**config.mk**
```make
export PLATFORM = sky130hd
export DESIGN_NAME = fmsl_ram
export DESIGN_NICKNAME = d
export VERILOG_FILES = /design/src/rtl/core/fmsl_ram.sv
export SDC_FILE = /design/constraint.sdc
export NUM_CORES = 2
export LEC_CHECK = 0
export ABC_CLOCK_PERIOD_IN_PS = 4300
export BUFFER_PORTS_ARGS = -buffer_cell sky130_fd_sc_hd__buf_2
export CAP_MARGIN = 25
export CORE_ASPECT_RATIO = 1.1
export CORE_MARGIN = 1.5
export CORE_UTILIZATION = 35
export CTS_CLUSTER_DIAMETER = 50
export DETAILED_ROUTE_END_ITERATION = 10
export GPL_TIMING_DRIVEN = 1
export PLACE_DENSITY_LB_ADDON = 0.15
export SLEW_MARGIN = 20
export SYNTH_ARGS = -nofsm -noshare
export SYNTH_HDL_FRONTEND = slang
export SYNTH_SLANG_ARGS = --single-unit
```
**constraint.sdc**
```tcl
create_clock -name clk -period 4.3 [get_ports clk]
set_input_delay 0.645 -clock clk [delete_from_list [all_inputs] [get_ports clk]]
set_output_delay 0.645 -clock clk [all_outputs]
set_load 0.02 [all_outputs]
```
**src/rtl/core/fmsl_ram.sv**
```systemverilog
module fmsl_ram #(
    parameter int WIDTH = 32,
    parameter int DEPTH = 128
) (
    input  logic                     clk,
    input  logic                     en,
    input  logic                     we,
    input  logic [$clog2(DEPTH)-1:0] addr,
    input  logic [WIDTH-1:0]         wdata,
    output logic [WIDTH-1:0]         rdata
);

    logic [WIDTH-1:0] mem [DEPTH];
    logic [WIDTH-1:0] rdata_reg;

    always_ff @(posedge clk)
    begin
        if (en)
        begin
            if (we)
            begin
                mem[addr] <= wdata;
            end
            else
            begin
                rdata_reg <= mem[addr];
            end
        end
    end

    assign rdata = rdata_reg;

endmodule

```
==> flow_metrics.py <==
metrics = {
    "sta": {
        "fin_setup_tns_ns": 0,
        "hold_viol_final": 0,
        "rsz0062_at_grt": "false",
        "skew_ns": 0.0899,
        "drv_slew": 0,
        "period_share": 0.934,
        "post-route-min-period_ns": 4.02,
        "worstMarginPinSlew_ns": 1.33,
        "setup_ws_ns": 0.284,
        "fmax_ghz": 0.249,
        "whs_ns": 0.0509,
        "relSlewSlack": 0.111,
        "setup_viol": 0,
    },
    "synthesis": {
        "synth_edf_count": 4128,
        "ys_types": 70,
        "synth_top_area_frac": 0.784,
        "avgSynthCellArea_um2": 17.6,
        "netlist_instances": 8968,
        "synth_nets": 9010,
        "seq_area_frac_synth": 0.784,
        "synth_area_leaders": "edfxtp_1, a221oi_1, a22oi_1",
        "async_flop_share": 0,
        "ys_warn_count": 0,
        "yosys.area.top_type": "edfxtp_1",
        "synth_area_mm2": 0.158,
        "yosys_most_used_dff": "edfxtp_1",
        "ys_ff_latch": 4128,
    },
    "routing": {
        "drc": 0,
        "vias": 96400,
        "routed_wl_um": 603000,
        "ant_nets": 0,
        "routed_via_density": 6.01,
        "first_pass_iters": 5,
        "wire_per_inst_um": 37.6,
        "drt_iter0_drc": 13100,
    },
    "critical_path": {
        "reg2reg_to": "rdata[2]",
        "cp-startpoint": "addr[2]",
        "critPathLaunchType": "input pin",
        "end_kind": "flop",
        "required_ns": 5.04,
        "reg2reg_from": "mem[39][2]",
        "crit_path_max_fanout": 27,
        "critPathKind": "input pin to flop",
        "worstPathArrival_ns": 4.76,
        "r2r_cells": 8,
        "ff2ff_setup_slack_ns": 0.53,
    },
    "clock_network": {
        "clock_latency_ns": 1.06,
        "cts_max_level": 5,
        "clk_pin_slew_worst_paths_ns": 0.06,
        "cts_resized": 0,
        "cts_tree": "yes",
        "post_cts_buffers": 0,
        "clockBufferDepth": 4,
        "cts_hold_buf": 0,
        "root_buffer": "clkbuf_16",
        "cts_made_buffers": 455,
        "clock-sinks": 4128,
    },
    "global_routing": {
        "grt_antenna_before_repair": 83,
        "grtUsageTotal": 0.258,
        "overflow": 0,
        "grt_max_degree": 129,
        "grt_first_pass_wirelength_um": 815000,
        "grt_pass1_vias": 93000,
    },
    "floorplan": {
        "die_h_um": 708,
        "rows": 258,
        "ios": 74,
        "dieArea_mm2": 0.456,
        "die_w_um": 644,
        "core_area_mm2": 0.449,
        "initial_core_util": 0.352,
    },
    "run": {
        "maxCapViolations": 0,
    },
    "power_and_ir_drop": {
        "leakage_nw": 58.6,
        "p_per_area_mw_per_mm2": 473,
        "peakVddDrop_mv": 0.360,
    },
    "hold_path": {
        "min-delay-start": "wdata[6]",
        "hp-class": "input pin to flop",
        "whs_path_depth": 1,
        "hold_end": "mem[62][6]",
    },
    "final_layout": {
        "final.fill_count": 40000,
        "final_cell_mix": "edfxtp_1, a221oi_1, buf_4",
        "drive_gt1_frac": 0.207,
        "multi_input_area_mm2": 0.0320,
        "syn2layout_area_growth_pct": 19.2,
        "fin_area_mm2": 0.188,
        "regArea_mm2": 0.124,
        "nNetsFinal": 9654,
        "largest_reg_flops": 4096,
        "layout_commonest_cell": "edfxtp_1",
    },
    "outcome": {
        "outcome": "complete, no violations",
    },
    "place": {
        "dpl_worst_slack_ns": -0.677,
        "gp_congestion": 0.883,
        "dpl.hpwl_um": 369000,
        "port_buffers": 73,
        "place_area_mm2": 0.173,
    },
}
## metal layers
metal	routed length, µm	global-route usage	vias up	share of wire
met2	282000	0.416	5032	0.47
met3	49400	0.0413	941	0.082
met5	164	0	-	0.00027
li1	-	-	39000	-
met4	31100	0.116	26	0.052
met1	240000	0.346	51400	0.40
## cells by family after synthesis
group,count (synthesis),share of synthesized area
compound gates,2747,0.128
buf+inv,717,0.0207
flops,4128,0.784
mux,565,0.0424
simple gates,811,0.0250
## cells in the mapped netlist (16+ instances only)
| cell | number |
|---|---|
| o22ai_1 | 140 |
| a222oi_1 | 46 |
| a22o_1 | 30 |
| nor3b_1 | 28 |
| nand2_1 | 170 |
| a21oi_1 | 416 |
| mux2i_1 | 179 |
| mux2_2 | 270 |
| nor4_1 | 19 |
| a211oi_1 | 106 |
| and3_1 | 33 |
| nor2b_1 | 139 |
| mux2_1 | 63 |
| buf_1 | 104 |
| mux4_2 | 48 |
| buf_2 | 256 |
| o21ai_0 | 361 |
| nor2_1 | 313 |
| edfxtp_1 | 4128 |
| clkbuf_1 | 299 |
| o221ai_1 | 27 |
| buf_4 | 36 |
| o2bb2ai_1 | 56 |
| a221oi_1 | 713 |
| buf_6 | 16 |
| o22a_1 | 16 |
| or4_1 | 18 |
| o21ai_1 | 24 |
| a22oi_1 | 447 |
| o211ai_1 | 60 |
| nor3_1 | 24 |
| a221o_1 | 167 |
## metrics by stage
stage	utilization	instances	total power [W]
2_1_floorplan	-	8968	0.0475
3_3_place_gp	0.386	15100	0.0510
3_5_place_dp	0.386	15100	0.0510
4_1_cts	0.419	16000	0.0895
5_1_grt	0.419	16000	0.0912
6_report	0.419	16000	0.0891
## report_power, final
group,switching [W],internal (W)
Combinational,0.00413,0.00160
Sequential,0.000100,0.0444
Clock,0.0169,0.0219
## worst max path at each step
stage                        endpoint  slack (ns)  depth (start not counted)
after detailed placement     rdata[2]       -0.68                         11
after global routing         rdata[2]        0.27                         11
after CTS                    rdata[2]        0.41                         11
after global placement      rdata[11]       -0.69                         10
after floorplan           mem[100][0]        0.18                          9
final                        rdata[2]        0.28                         11
## area by class of cell
| class | count | area share |
|---|---|---|
| inverter | 6 | 0.000226 |
| multi-input combinational | 4123 | 0.170 |
| clock inverter | 303 | 0.0168 |
| tap | 5980 | 0.0397 |
| clock buffer | 533 | 0.0620 |
| sequential | 4128 | 0.658 |
| antenna | 74 | 0.000982 |
| timing repair buffer | 898 | 0.0529 |
## critical path: stages
cell      delay [ns]
buf_8           0.36
buf_12          0.26
buf_4           0.17
mux2_1          0.32
a221o_1         0.29
a222oi_1        0.75
buf_4           0.26
o22ai_1         0.07
a211oi_1        0.78
buf_4           0.23
or4b_1          0.42
Power figures use the tool's default switching activity.
